===== src/rtl/core/tprp_pkg.sv =====
`timescale 1ns / 1ps

package tprp_pkg;

   // Default number of pattern store entries (entry 0 holds the length).
   localparam int DEF_STORE_DEPTH = 256;

   // Register reset values.
   localparam logic [15:0] HOLD_TICKS_RESET  = 16'd1000;
   localparam logic [7:0]  BLINK_LIMIT_RESET = 8'd10;
   localparam logic [7:0]  MAX_BYTES_RESET   = 8'd255;

   // Configuration port geometry and register indexes.
   localparam int CSR_ADDR_W = 4;
   localparam logic [1:0] REG_HOLD_TICKS  = 2'd0;
   localparam logic [1:0] REG_BLINK_LIMIT = 2'd1;
   localparam logic [1:0] REG_MAX_BYTES   = 2'd2;

   typedef enum logic [2:0] {
      MODE_IDLE   = 3'd0,
      MODE_WREL   = 3'd1,
      MODE_WPRESS = 3'd2,
      MODE_REC    = 3'd3,
      MODE_PLAY   = 3'd4
   } mode_type;

   typedef struct packed {
      logic [15:0] hold_ticks;
      logic [7:0]  blink_limit;
      logic [7:0]  max_bytes;
   } cfg_type;

   // Packed so that pattern_light lands in bit 0 of the response data.
   typedef struct packed {
      logic [7:0] stored_length;
      mode_type   mode_code;
      logic       status_light;
      logic       pattern_light;
   } rsp_type;

endpackage


===== src/rtl/core/tick_pattern_record_playback_core.sv =====
`timescale 1ns / 1ps

// Tick-driven pattern recorder and player.
// Every request on the req_ stream is one timer tick carrying the raw,
// active-low levels of the program, action and trigger pins. Each request
// yields exactly one response on the rsp_ stream with both light levels,
// the current mode and the stored pattern length.
// An accepted request has its response registered and on rsp_tvalid in the
// cycle after. Throughput is one request per cycle while the receiver
// takes responses; the tick state registers get a combinational
// read-modify-write, and pattern bytes come from a one-port-read store
// whose next byte is fetched ahead, eight ticks before it is shown.
// The response sits in an output register, so a new request is taken
// whenever that register is empty or being drained in the same cycle.
// When the receiver stalls, the response is held and req_tready drops
// until it is taken; nothing is lost or repeated.
// Reset (synchronous, active high) returns the block to idle with the
// lights low, the stored length zero and the registers at their defaults.
// No clearing pass is needed: store entries are only read after the
// recording that wrote them. The user writes the registers over the csr_ port
// only while no request is in flight; the block does not enforce this.
module tick_pattern_record_playback_core
   import tprp_pkg::*;
#(
   parameter int STORE_DEPTH = DEF_STORE_DEPTH
) (
   input  logic                  clock,
   input  logic                  reset,
   // Request stream.
   input  logic                  req_tvalid,
   output logic                  req_tready,
   // Bits from the lowest: program_pin, action_pin, trigger_pin, zero pad.
   input  logic [7:0]            req_tdata,
   // Response stream.
   output logic                  rsp_tvalid,
   input  logic                  rsp_tready,
   // Bits from the lowest: pattern_light, status_light, mode_code[2:0],
   // stored_length[7:0], zero pad.
   output logic [15:0]           rsp_tdata,
   // Configuration port.
   input  logic                  csr_psel,
   input  logic                  csr_penable,
   input  logic                  csr_pwrite,
   input  logic [CSR_ADDR_W-1:0] csr_paddr,
   input  logic [31:0]           csr_pwdata,
   output logic [31:0]           csr_prdata,
   output logic                  csr_pready
);

   cfg_type cfg;
   rsp_type result;
   rsp_type rsp_data_ff;
   logic    rsp_valid_ff;
   logic    req_fire;

   // A request is taken when the output register is free or being emptied.
   assign req_tready = !rsp_valid_ff || rsp_tready;
   assign req_fire   = req_tvalid && req_tready;

   tprp_csr u_csr (
      .clock       (clock),
      .reset       (reset),
      .csr_psel    (csr_psel),
      .csr_penable (csr_penable),
      .csr_pwrite  (csr_pwrite),
      .csr_paddr   (csr_paddr),
      .csr_pwdata  (csr_pwdata),
      .csr_prdata  (csr_prdata),
      .csr_pready  (csr_pready),
      .cfg         (cfg)
   );

   tprp_engine #(
      .STORE_DEPTH (STORE_DEPTH)
   ) u_engine (
      .clock       (clock),
      .reset       (reset),
      .step        (req_fire),
      .program_pin (req_tdata[0]),
      .action_pin  (req_tdata[1]),
      .trigger_pin (req_tdata[2]),
      .cfg         (cfg),
      .result      (result)
   );

   // Output register: loaded on every accepted request, emptied when taken.
   always_ff @(posedge clock) begin
      if (reset) begin
         rsp_valid_ff <= 1'b0;
      end else if (req_fire) begin
         rsp_valid_ff <= 1'b1;
      end else if (rsp_tready) begin
         rsp_valid_ff <= 1'b0;
      end
      if (req_fire) begin
         rsp_data_ff <= result;
      end
   end

   assign rsp_tvalid = rsp_valid_ff;
   assign rsp_tdata  = {3'd0, rsp_data_ff};

`ifndef SYNTHESIS
   // Every accepted request leaves a response in the output register.
   a_req_gives_rsp: assert property (@(posedge clock) disable iff (reset)
      req_fire |=> rsp_tvalid)
      else $error("accepted request produced no response");

   // Playback only runs with a nonzero stored length.
   a_play_has_length: assert property (@(posedge clock) disable iff (reset)
      (rsp_tvalid && rsp_data_ff.mode_code == MODE_PLAY)
         |-> rsp_data_ff.stored_length != 8'd0)
      else $error("playing with an empty pattern");

   // While armed, the status light is on and the pattern light is off.
   a_armed_lights: assert property (@(posedge clock) disable iff (reset)
      (rsp_tvalid && (rsp_data_ff.mode_code == MODE_WREL ||
                      rsp_data_ff.mode_code == MODE_WPRESS))
         |-> (rsp_data_ff.status_light && !rsp_data_ff.pattern_light))
      else $error("armed indication wrong");

   // In idle only the status light may blink.
   a_idle_pattern_low: assert property (@(posedge clock) disable iff (reset)
      (rsp_tvalid && rsp_data_ff.mode_code == MODE_IDLE)
         |-> !rsp_data_ff.pattern_light)
      else $error("pattern light on while idle");
`endif

endmodule


===== src/rtl/core/tprp_ram.sv =====
`timescale 1ns / 1ps

module tprp_ram #(
   parameter int WIDTH = 8,
   parameter int DEPTH = 256
) (
   input  logic                     clock,
   input  logic                     wr_en,
   input  logic [$clog2(DEPTH)-1:0] wr_addr,
   input  logic [WIDTH-1:0]         wr_data,
   input  logic [$clog2(DEPTH)-1:0] rd_addr,
   output logic [WIDTH-1:0]         rd_data
);

   logic [WIDTH-1:0] mem [DEPTH];
   logic [WIDTH-1:0] rd_data_ff;

   always_ff @(posedge clock) begin
      if (wr_en) begin
         mem[wr_addr] <= wr_data;
      end
      rd_data_ff <= mem[rd_addr];
   end

   assign rd_data = rd_data_ff;

endmodule


===== src/rtl/core/tprp_csr.sv =====
`timescale 1ns / 1ps

module tprp_csr
   import tprp_pkg::*;
(
   input  logic                  clock,
   input  logic                  reset,
   input  logic                  csr_psel,
   input  logic                  csr_penable,
   input  logic                  csr_pwrite,
   input  logic [CSR_ADDR_W-1:0] csr_paddr,
   input  logic [31:0]           csr_pwdata,
   output logic [31:0]           csr_prdata,
   output logic                  csr_pready,
   output cfg_type               cfg
);

   cfg_type    cfg_ff;
   logic [1:0] index;
   logic       wr_fire;

   assign index   = csr_paddr[3:2];
   assign wr_fire = csr_psel && csr_penable && csr_pwrite;

   always_ff @(posedge clock) begin
      if (reset) begin
         cfg_ff.hold_ticks  <= HOLD_TICKS_RESET;
         cfg_ff.blink_limit <= BLINK_LIMIT_RESET;
         cfg_ff.max_bytes   <= MAX_BYTES_RESET;
      end else if (wr_fire) begin
         case (index)
            REG_HOLD_TICKS:  cfg_ff.hold_ticks  <= csr_pwdata[15:0];
            REG_BLINK_LIMIT: cfg_ff.blink_limit <= csr_pwdata[7:0];
            REG_MAX_BYTES:   cfg_ff.max_bytes   <= csr_pwdata[7:0];
            default: begin
            end
         endcase
      end
   end

   always_comb begin
      case (index)
         REG_HOLD_TICKS:  csr_prdata = {16'd0, cfg_ff.hold_ticks};
         REG_BLINK_LIMIT: csr_prdata = {24'd0, cfg_ff.blink_limit};
         REG_MAX_BYTES:   csr_prdata = {24'd0, cfg_ff.max_bytes};
         default:         csr_prdata = 32'd0;
      endcase
   end

   assign csr_pready = 1'b1;
   assign cfg        = cfg_ff;

endmodule


===== src/rtl/core/tprp_engine.sv =====
`timescale 1ns / 1ps

module tprp_engine
   import tprp_pkg::*;
#(
   parameter int STORE_DEPTH = DEF_STORE_DEPTH
) (
   input  logic    clock,
   input  logic    reset,
   input  logic    step,
   input  logic    program_pin,
   input  logic    action_pin,
   input  logic    trigger_pin,
   input  cfg_type cfg,
   output rsp_type result
);

   localparam int AW = $clog2(STORE_DEPTH);
   localparam logic [AW-1:0] ADDR_ZERO = '0;
   localparam logic [AW-1:0] ADDR_ONE  = AW'(1);
   localparam logic [AW-1:0] ADDR_LAST = AW'(STORE_DEPTH - 1);

   logic [2:0]    prev_raw_ff,   prev_raw_in;
   logic [15:0]   hold_count_ff, hold_count_in;
   logic [7:0]    blink_count_ff, blink_count_in;
   mode_type      mode_ff,       mode_in;
   logic [2:0]    bit_index_ff,  bit_index_in;
   logic [7:0]    shift_byte_ff, shift_byte_in;
   logic [7:0]    byte_count_ff, byte_count_in;
   logic [AW-1:0] addr_ff,       addr_in;
   logic [7:0]    length_ff,     length_in;
   logic [7:0]    first_byte_ff, first_byte_in;
   logic [1:0]    light_ff,      light_in;

   logic [2:0]    raw;
   logic [2:0]    pressed;
   logic          prog, act, want;
   logic          do_rec, do_play, do_try;
   logic [AW-1:0] next_addr;
   logic [7:0]    rd_data;
   logic [7:0]    next_byte;
   logic          wr_en;
   logic [AW-1:0] wr_addr;
   logic [7:0]    wr_data;

   function automatic logic [AW-1:0] addr_incr(input logic [AW-1:0] a);
      addr_incr = (a == ADDR_LAST) ? ADDR_ZERO : a + ADDR_ONE;
   endfunction

   // The next pattern byte is fetched continuously; it only changes when the
   // byte pointer moves, which is eight ticks before the byte is needed.
   assign next_addr = addr_incr(addr_ff);
   assign next_byte = (next_addr == ADDR_ZERO) ? length_ff : rd_data;

   tprp_ram #(
      .WIDTH (8),
      .DEPTH (STORE_DEPTH)
   ) u_store (
      .clock   (clock),
      .wr_en   (wr_en),
      .wr_addr (wr_addr),
      .wr_data (wr_data),
      .rd_addr (next_addr),
      .rd_data (rd_data)
   );

   assign raw     = {trigger_pin, action_pin, program_pin};
   assign pressed = ~(raw | prev_raw_ff);
   assign prog    = pressed[0];
   assign act     = pressed[1];
   assign want    = pressed[1] | pressed[2];

   always_comb begin
      prev_raw_in    = raw;
      hold_count_in  = hold_count_ff;
      blink_count_in = blink_count_ff;
      mode_in        = mode_ff;
      bit_index_in   = bit_index_ff;
      shift_byte_in  = shift_byte_ff;
      byte_count_in  = byte_count_ff;
      addr_in        = addr_ff;
      length_in      = length_ff;
      first_byte_in  = first_byte_ff;
      light_in       = light_ff;
      do_rec         = 1'b0;
      do_play        = 1'b0;
      do_try         = 1'b0;
      wr_en          = 1'b0;
      wr_addr        = addr_ff;
      wr_data        = shift_byte_ff;

      case (mode_ff)
         MODE_IDLE: begin
            blink_count_in = blink_count_ff + 8'd1;
            if (blink_count_in > cfg.blink_limit) begin
               light_in       = light_ff ^ 2'b10;
               blink_count_in = 8'd0;
            end
            if (prog) begin
               hold_count_in = hold_count_ff + 16'd1;
               if (hold_count_in >= cfg.hold_ticks) begin
                  hold_count_in = 16'd0;
                  light_in      = 2'b10;
                  mode_in       = MODE_WREL;
               end
            end else begin
               hold_count_in = 16'd0;
            end
            do_try = (mode_in == MODE_IDLE);
         end
         MODE_WREL: begin
            if (!prog) begin
               mode_in = MODE_WPRESS;
            end
         end
         MODE_WPRESS: begin
            if (prog) begin
               byte_count_in = 8'd0;
               bit_index_in  = 3'd0;
               shift_byte_in = 8'd0;
               addr_in       = ADDR_ONE;
               mode_in       = MODE_REC;
               do_rec        = 1'b1;
            end
         end
         MODE_REC: begin
            if (bit_index_ff == 3'd0 && (byte_count_ff >= cfg.max_bytes || !prog)) begin
               length_in     = byte_count_ff;
               light_in      = 2'b00;
               hold_count_in = 16'd0;
               mode_in       = MODE_IDLE;
               do_try        = 1'b1;
            end else begin
               do_rec = 1'b1;
            end
         end
         MODE_PLAY: begin
            if (bit_index_ff == 3'd0) begin
               byte_count_in = byte_count_ff + 8'd1;
               if (byte_count_in >= length_ff) begin
                  light_in = 2'b00;
                  mode_in  = MODE_IDLE;
                  do_try   = 1'b1;
               end else begin
                  shift_byte_in = next_byte;
                  addr_in       = next_addr;
                  do_play       = 1'b1;
               end
            end else begin
               do_play = 1'b1;
            end
         end
         default: begin
            mode_in = MODE_IDLE;
         end
      endcase

      // One recorded sample; a full byte goes to the store, where entry 0 is
      // the length register and entry 1 is mirrored for playback start.
      if (do_rec) begin
         shift_byte_in = {shift_byte_in[6:0], act};
         light_in      = {act, act};
         bit_index_in  = bit_index_in + 3'd1;
         if (bit_index_in == 3'd0) begin
            wr_en   = step;
            wr_addr = addr_in;
            wr_data = shift_byte_in;
            if (addr_in == ADDR_ZERO) begin
               length_in = shift_byte_in;
            end
            if (addr_in == ADDR_ONE) begin
               first_byte_in = shift_byte_in;
            end
            byte_count_in = byte_count_in + 8'd1;
            addr_in       = addr_incr(addr_in);
         end
      end

      if (do_try && want) begin
         light_in = 2'b00;
         if (length_in != 8'd0) begin
            byte_count_in = 8'd0;
            bit_index_in  = 3'd0;
            shift_byte_in = first_byte_in;
            addr_in       = ADDR_ONE;
            mode_in       = MODE_PLAY;
            do_play       = 1'b1;
         end
      end

      if (do_play) begin
         light_in      = {shift_byte_in[7], shift_byte_in[7]};
         shift_byte_in = {shift_byte_in[6:0], 1'b0};
         bit_index_in  = bit_index_in + 3'd1;
      end
   end

   always_ff @(posedge clock) begin
      if (reset) begin
         prev_raw_ff    <= 3'd0;
         hold_count_ff  <= 16'd0;
         blink_count_ff <= 8'd0;
         mode_ff        <= MODE_IDLE;
         bit_index_ff   <= 3'd0;
         shift_byte_ff  <= 8'd0;
         byte_count_ff  <= 8'd0;
         addr_ff        <= ADDR_ONE;
         length_ff      <= 8'd0;
         first_byte_ff  <= 8'd0;
         light_ff       <= 2'b00;
      end else if (step) begin
         prev_raw_ff    <= prev_raw_in;
         hold_count_ff  <= hold_count_in;
         blink_count_ff <= blink_count_in;
         mode_ff        <= mode_in;
         bit_index_ff   <= bit_index_in;
         shift_byte_ff  <= shift_byte_in;
         byte_count_ff  <= byte_count_in;
         addr_ff        <= addr_in;
         length_ff      <= length_in;
         first_byte_ff  <= first_byte_in;
         light_ff       <= light_in;
      end
   end

   always_comb begin
      result.pattern_light = light_in[0];
      result.status_light  = light_in[1];
      result.mode_code     = mode_in;
      result.stored_length = length_in;
   end

endmodule

===== config.mk =====
export PLATFORM = sky130hd
export DESIGN_NAME = tick_pattern_record_playback_core
export DESIGN_NICKNAME = d
export VERILOG_FILES = /design/src/rtl/core/tprp_pkg.sv /design/src/rtl/core/tick_pattern_record_playback_core.sv /design/src/rtl/core/tprp_ram.sv /design/src/rtl/core/tprp_csr.sv /design/src/rtl/core/tprp_engine.sv
export SDC_FILE = /design/constraint.sdc
export NUM_CORES = 2
export LEC_CHECK = 0
export ABC_AREA = 0
export BUFFER_PORTS_ARGS = -buffer_cell sky130_fd_sc_hd__buf_4
export CORE_MARGIN = 1
export CORE_UTILIZATION = 60
export CTS_CLUSTER_DIAMETER = 120
export DETAILED_ROUTE_END_ITERATION = 10
export PLACE_DENSITY = 0.78
export RECOVER_POWER = 25
export SLEW_MARGIN = 20
export SYNTH_ARGS = -nofsm -noshare
export SYNTH_HDL_FRONTEND = slang
export SYNTH_SLANG_ARGS = --single-unit

===== constraint.sdc =====
create_clock -name clock -period 22.5 [get_ports clock]
set_input_delay 3.375 -clock clock [delete_from_list [all_inputs] [get_ports clock]]
set_output_delay 3.375 -clock clock [all_outputs]
set_load 0.05 [all_outputs]

Word-level counts from Yosys, hierarchy flattened:

Memory sizes are Yosys's and may differ from the RTL's. A register that Yosys moved wholly into a read port is not among the register bits.
Cells that the tools add are included.
Widths: inputs -> output; s select.

* memories kept: 1
* flip-flop bits (word level): 121
* output and inout bits: 51
* input port bits: 51
* RAM bits: 2048

Memories
* u_engine.u_store.mem: depth 256, width 8, rd ports 1, clocked after memory_dff 1, write ports 1, line tprp_ram.sv:15 `logic [WIDTH-1:0] mem [DEPTH];`

* reduce and logical (&&, ||, !) cells: 24
* add/subtract/negate cells: 8
* magnitude comparators: 4
* bitwise operators: 4
* equality and inequality tests: 10
* mux-type cells: 89

Operators with widths (count)
* $mux 8: 36
* $mux 16: 3
* $mux 3: 16
* $pmux 16 s3: 1
* $pmux 8 s2: 3
* $add 8x1->8 const B: 5
* $pmux 16 s2: 1
* $mux 2: 9
* $add 16x1->16 const B: 1
* $eq 8x8->1 const B: 2
* $ge 16x16->1: 1
* $ge 8x8->1: 2
* $logic_not 8->1: 2
* $mux 1: 16
* $pmux 3 s5: 1
* $logic_not 3->1: 4
* $eq 8x1->1 const B: 1
* $gt 8x8->1: 1
* $reduce_and 2->1: 4
* $reduce_bool 8->1: 1
* $add 3x1->3 const B: 2
* $eq 3x2->1 const B: 2
* $pmux 2 s3: 1
* $logic_and 1x1->1: 5
* other kinds (16): 19

Longest topological paths before layout:

* depth in word-level cells: 15
* mapped depth: 23

Cells and area by module:

Synthesis repeated with hierarchy kept, for this count alone.

* cell total of the unflattened synthesis: 4831
* area total of the unflattened synthesis: 88376.0 µm²

By module, submodules not included
* tprp_ram: times used 1, cells an instance 3733, area each 79556.3 µm²
* tprp_engine: times used 1, cells an instance 888, area each 6658.9 µm²
* tprp_csr: times used 1, cells an instance 188, area each 1689.1 µm²
* tick_pattern_record_playback_core: times used 1, cells an instance 22, area each 471.7 µm²

Least setup slack after synthesis:

OpenSTA, ideal clock, no wires.

* kind: input -> register
* start point: input port req_tdata[0]
* end point: memory u_engine.u_store.mem[0][4], data pin
* required time: 20.921 ns
* data arrival time: 13.112 ns
* path slack: 7.809 ns
* library setup time: 1.579 ns
* stages: 16
* cells stage by stage: nor4b_4 -> nand2_1 -> buf_2 -> buf_1 -> and2_1 -> ha_1 -> xnor2_1 -> o211ai_1 -> o32ai_1 -> or2_1 -> buf_2 -> buf_2 -> buf_1 -> clkbuf_1 -> nor2_1 -> a21oi_1

* cells in the longest elaborated chain, start to end: 8
* elaborated cells on any way between the ends: 16
* those cells by class: 1 x add/sub; 9 x mux; 2 x bitwise; 4 x reduce/logical

Ends and longest elaborated chain
* start: declaration: line tick_pattern_record_playback_core.sv:33 `input logic [7:0] req_tdata,`
* $or 3x3->3 *: line tprp_engine.sv:68 `assign pressed = ~(raw | prev_raw_ff);`
* $not 3->3 *: line tprp_engine.sv:68
* $mux 3 / $logic_not 1->1 (equally long branches)
* $mux 3 / $logic_or 1x1->1 (equally long branches): line tprp_engine.sv:92, tprp_engine.sv:127
* $add 3x1->3 / $logic_and 1x1->1 (equally long branches): line tprp_engine.sv:163, tprp_engine.sv:127
* $logic_not 3->1 / $mux 1 (equally long branches): line tprp_engine.sv:164, tprp_engine.sv:127
* $mux 8 / $pmux 1 s2 (equally long branches): line tprp_engine.sv:164, tprp_engine.sv:92
* $mux 8 *: line tprp_engine.sv:160 `if (do_rec) begin`
* named net u_engine.u_store.wr_data[4]: line tprp_ram.sv:10 `input logic [WIDTH-1:0] wr_data,`
* end: declaration: line tprp_ram.sv:15

The timed path passes the listed nets; every way through them passes the cells marked *.

Final worst setup path:

* start point: register u_engine.addr_ff[2]
* end point: register u_engine.u_store.rd_data_ff[5] (netlist: u_engine.u_store.rd_data[5]), read port of u_engine.u_store.mem

* cells in the longest elaborated chain, start to end: 2
* elaborated cells on any way between the ends: 3
* those cells by class: 1 x add/sub; 1 x eq/ne; 1 x mux

Ends and longest elaborated chain
* start: declaration: line tprp_engine.sv:30 `logic [AW-1:0] addr_ff, addr_in;`
* start signal: assignment: line tprp_engine.sv:219 `addr_ff <= addr_in;`
* $add 8x1->8 / $eq 8x8->1 (equally long branches): line tprp_engine.sv:47 `addr_incr = (a == ADDR_LAST) ? ADDR_ZERO : a + ADDR_ONE;`
* $mux 8 *: line tprp_engine.sv:47
* end: declaration: line tprp_ram.sv:16 `logic [WIDTH-1:0] rd_data_ff;`

Every way passes the cells marked *; elsewhere a longest branch is shown, timed or not.
A chain may end at the register's enable or synchronous reset.

==> reports/metrics.yaml <==
drc: 0
dp.final_hpwl_um: 138700
ys_seq_area_frac: 0.7201
area_growth_pct: 9.429
final.fill_count: 9237
relSlewSlack: -4.470
synth_edf_count: 2061
wl_per_cell_um: 33.13
crit_type: "reg -> reg"
cts.sinks: 2177
cp.required_ns: 23.25
grt_max_degree: 244
postSynthAreaPerCell_um2: 17.51
rr_worst_depth: 12
insertion_delay_ns: 0.87
path_clk_slew_ns: 0.06
maxCapViolations: 18
highest_layer: "met5"
hold_viol_final: 0
wl_met3_um: 33320
drt_pass1_iterations: 8
hold_class: "reg -> reg"
rows: 141
yosysUniqueCellTypes: 98
start_kind: "flop"
core_area_um2: 147700
yosys-top-cells-area: "edfxtp_1, mux4_2, dfxtp_1, nand2_1, nor2_1"
cp_data_arrival_time_ns: 14.84
initial_core_util: 0.6039
worstSetupEndpointType: "flop"
ioPinCount: 102
cts_setup_buffers: 0
antenna_found_initial: 12
hold_path_depth: 2
min_period_ns: 14.09
vdd_drop_max_v: 0.00009592
drive_gt1_frac: 0.1755
clock_skew_ns: 0.04737
p_leak_nw: 31.52
die_h_um: 387.5
grt_pass1_wl_um: 343900
overflow: 0
final_cells: 7260
finalCritPeriodShare: 0.6263
clk_path_buf_depth: 3
cts_tree: "built"
synth_seq_cells: 2177
vias: 51480
drtAntennaViolNets: 0
htree_levels: 4
critPathMaxFanout: 101
io_buffers: 58
cts-root-buf: "clkbuf_16"
synth_ff_type: "edfxtp_1"
status: "finished with violations"
syn_inst: 5091
worstMarginPinSlew_ns: 8.206
holdBufCountCts: 0
violations: "max-capacitance violations, max-slew violations"
numCtsBuffers: 204
async_reset_ff_frac: 0
wl_met1_um: 81060
wl_um: 240500
setup_violations: 0
grt_pass1_vias: 49500
finalMaxSlewViolations: 984
die_w_um: 387.5
gp_congestion: 0.9212
drt_iter0_drc: 8230
syn_area_um2: 89170
cts.repair.resized: 0
grt_usage: 0.3201
yosysTopAreaCell: "edfxtp_1"
fin_nets: 5255
dr_wl_met2_um: 110100
powerDensity_nw_per_um2: 81.89
fin_setup_tns_ns: 0
viasPerCell: 7.091
die_area_um2: 150200
ys.warnings.count: 0
post-place-cells: 6875
rsz0062_at_grt: "no"
synth_top_area_frac: 0.6941
timing.fmax_mhz: 70.97
[cell usage in the layout, fill, tap and decap left out, drive strengths merged, types with 21 or more instances in the layout]
cell type | netlist | routed
a21oi | 147 | 147
and3 | 36 | 36
nand3 | 151 | 151
dfxtp | 116 | 116
nor2 | 418 | 418
clkbuf | 140 | 295
nor3 | 62 | 62
edfxtp | 2061 | 2061
xor2 | 21 | 21
nand4 | 30 | 30
inv | 57 | 64
a22oi | 52 | 52
nor4 | 23 | 23
mux4 | 483 | 483
buf | 184 | 121
o211ai | 40 | 40
clkinv | 1 | 92
a211oi | 32 | 32
a31oi | 35 | 35
mux2i | 93 | 93
ha | 51 | 51
nand2 | 444 | 444
o21ai | 105 | 105
xnor2 | 29 | 29
[final cells by class]
type                            count  area (um2)  area share
Sequential cell                  2177       64210      0.6581
Multi-Input combinational cell   2549       23040      0.2361
Clock buffer                      253        5330     0.05463
Tap cell                         1930        2415     0.02475
Timing Repair Buffer              163        1206     0.01236
Clock inverter                    122        1140     0.01168
Inverter                           58       217.7    0.002231
Antenna cell                        8       20.02   0.0002052
[cells by family after synthesis]
group / Yosys count / share of synthesized area
flip-flops: 2177 / 0.7201
AND/OR/NAND/NOR: 1262 / 0.06362
multiplexers: 585 / 0.1352
AO/OA/AOI/OAI: 581 / 0.04414
buffers and inverters: 383 / 0.02475
adder cells (fa/ha/maj): 51 / 0.007156
XOR/XNOR: 50 / 0.004911
other: 2 / 0.00008422
[Yosys cell counts (14+ instances only)]
| cell | instances |
|---|---|
| nor4_1 | 20 |
| and3_1 | 35 |
| edfxtp_1 | 2061 |
| a31oi_1 | 35 |
| a22oi_1 | 52 |
| or3_1 | 19 |
| o211ai_1 | 39 |
| nand3_1 | 151 |
| clkbuf_1 | 139 |
| a21oi_1 | 144 |
| nor2_1 | 405 |
| mux4_1 | 39 |
| buf_4 | 47 |
| a211oi_1 | 32 |
| mux4_2 | 444 |
| buf_6 | 46 |
| o21ai_0 | 99 |
| xor2_1 | 21 |
| inv_1 | 56 |
| a32oi_1 | 17 |
| nor3_1 | 58 |
| nand2_1 | 439 |
| dfxtp_1 | 116 |
| ha_1 | 51 |
| nand4_1 | 30 |
| o22ai_1 | 14 |
| mux2i_1 | 93 |
| xnor2_1 | 29 |
| buf_2 | 67 |
[power breakdown]
group | switching, mW | internal [mW]
Sequential | 0.00366 | 4.43
Combinational | 0.131 | 0.0348
Clock | 1.50 | 1.89
[final timing paths]
path / from / endpoint / slack (ns)
worst max-delay path: u_engine.addr_ff[2]$_SDFFE_PP0P_ / u_engine.u_store.rd_data[5]$_DFF_P_ / 8.41
worst min-delay path: u_csr.cfg[29]$_SDFFE_PP0P_ / u_csr.cfg[29]$_SDFFE_PP0P_ / 0.45
worst min register to register: u_csr.cfg[29]$_SDFFE_PP0P_ / u_csr.cfg[29]$_SDFFE_PP0P_ / 0.45
worst max register to register: u_engine.addr_ff[2]$_SDFFE_PP0P_ / u_engine.u_store.rd_data[5]$_DFF_P_ / 8.41
[worst max-delay path, stage by stage (launching register included)]
cell	delay, ns
dfxtp_1	0.87
and3_4	0.59
a21o_4	0.60
clkbuf_1	5.65
clkbuf_1	2.28
buf_12	0.54
buf_4	0.60
mux4_1	0.65
nand2_1	0.09
a31oi_1	0.23
a2111oi_2	0.92
nor3_1	0.36
and3_1	0.31
[registers in the layout, summed over array words and instances (netlist names)]
| register | count |
|---|---|
| u_engine.shift_byte_ff | 8 |
| u_engine.length_ff | 8 |
| u_engine.light_ff | 2 |
| u_csr.cfg | 32 |
| u_engine.bit_index_ff | 3 |
| rsp_tdata | 13 |
| u_engine.byte_count_ff | 8 |
| u_engine.addr_ff | 8 |
| u_engine.prev_raw_ff | 3 |
| rsp_tvalid | 1 |
| u_engine.u_store.mem | 2048 |
| u_engine.u_store.rd_data | 8 |
| u_engine.blink_count_ff | 8 |
| u_engine.mode_ff | 3 |
| u_engine.hold_count_ff | 16 |
| u_engine.first_byte_ff | 8 |
[metal layers]
layer  track usage  up-vias
li1              -    20470
met2        0.4829     4312
met3       0.09753      889
met1        0.4203    25800
met4        0.1763       16
met5             0        -
[through the flow]
stage | setup slack [ns] | cell area, um2 | util | total power, mW | hold WS (ns)
after floorplan | 7.809 | 89240 | - | 4.645 | 0.4361
after global placement | 13.13 | 91290 | 0.6182 | 4.678 | 0.4440
after detailed placement | 12.81 | 91300 | 0.6183 | 4.685 | 0.4485
after CTS | 13.67 | 97770 | 0.6621 | 7.988 | 0.4573
after global routing | 6.919 | 97560 | 0.6607 | 8.147 | 0.4820
final | 8.409 | 97580 | 0.6608 | 7.991 | 0.4539
Power figures use the tool's default switching activity.
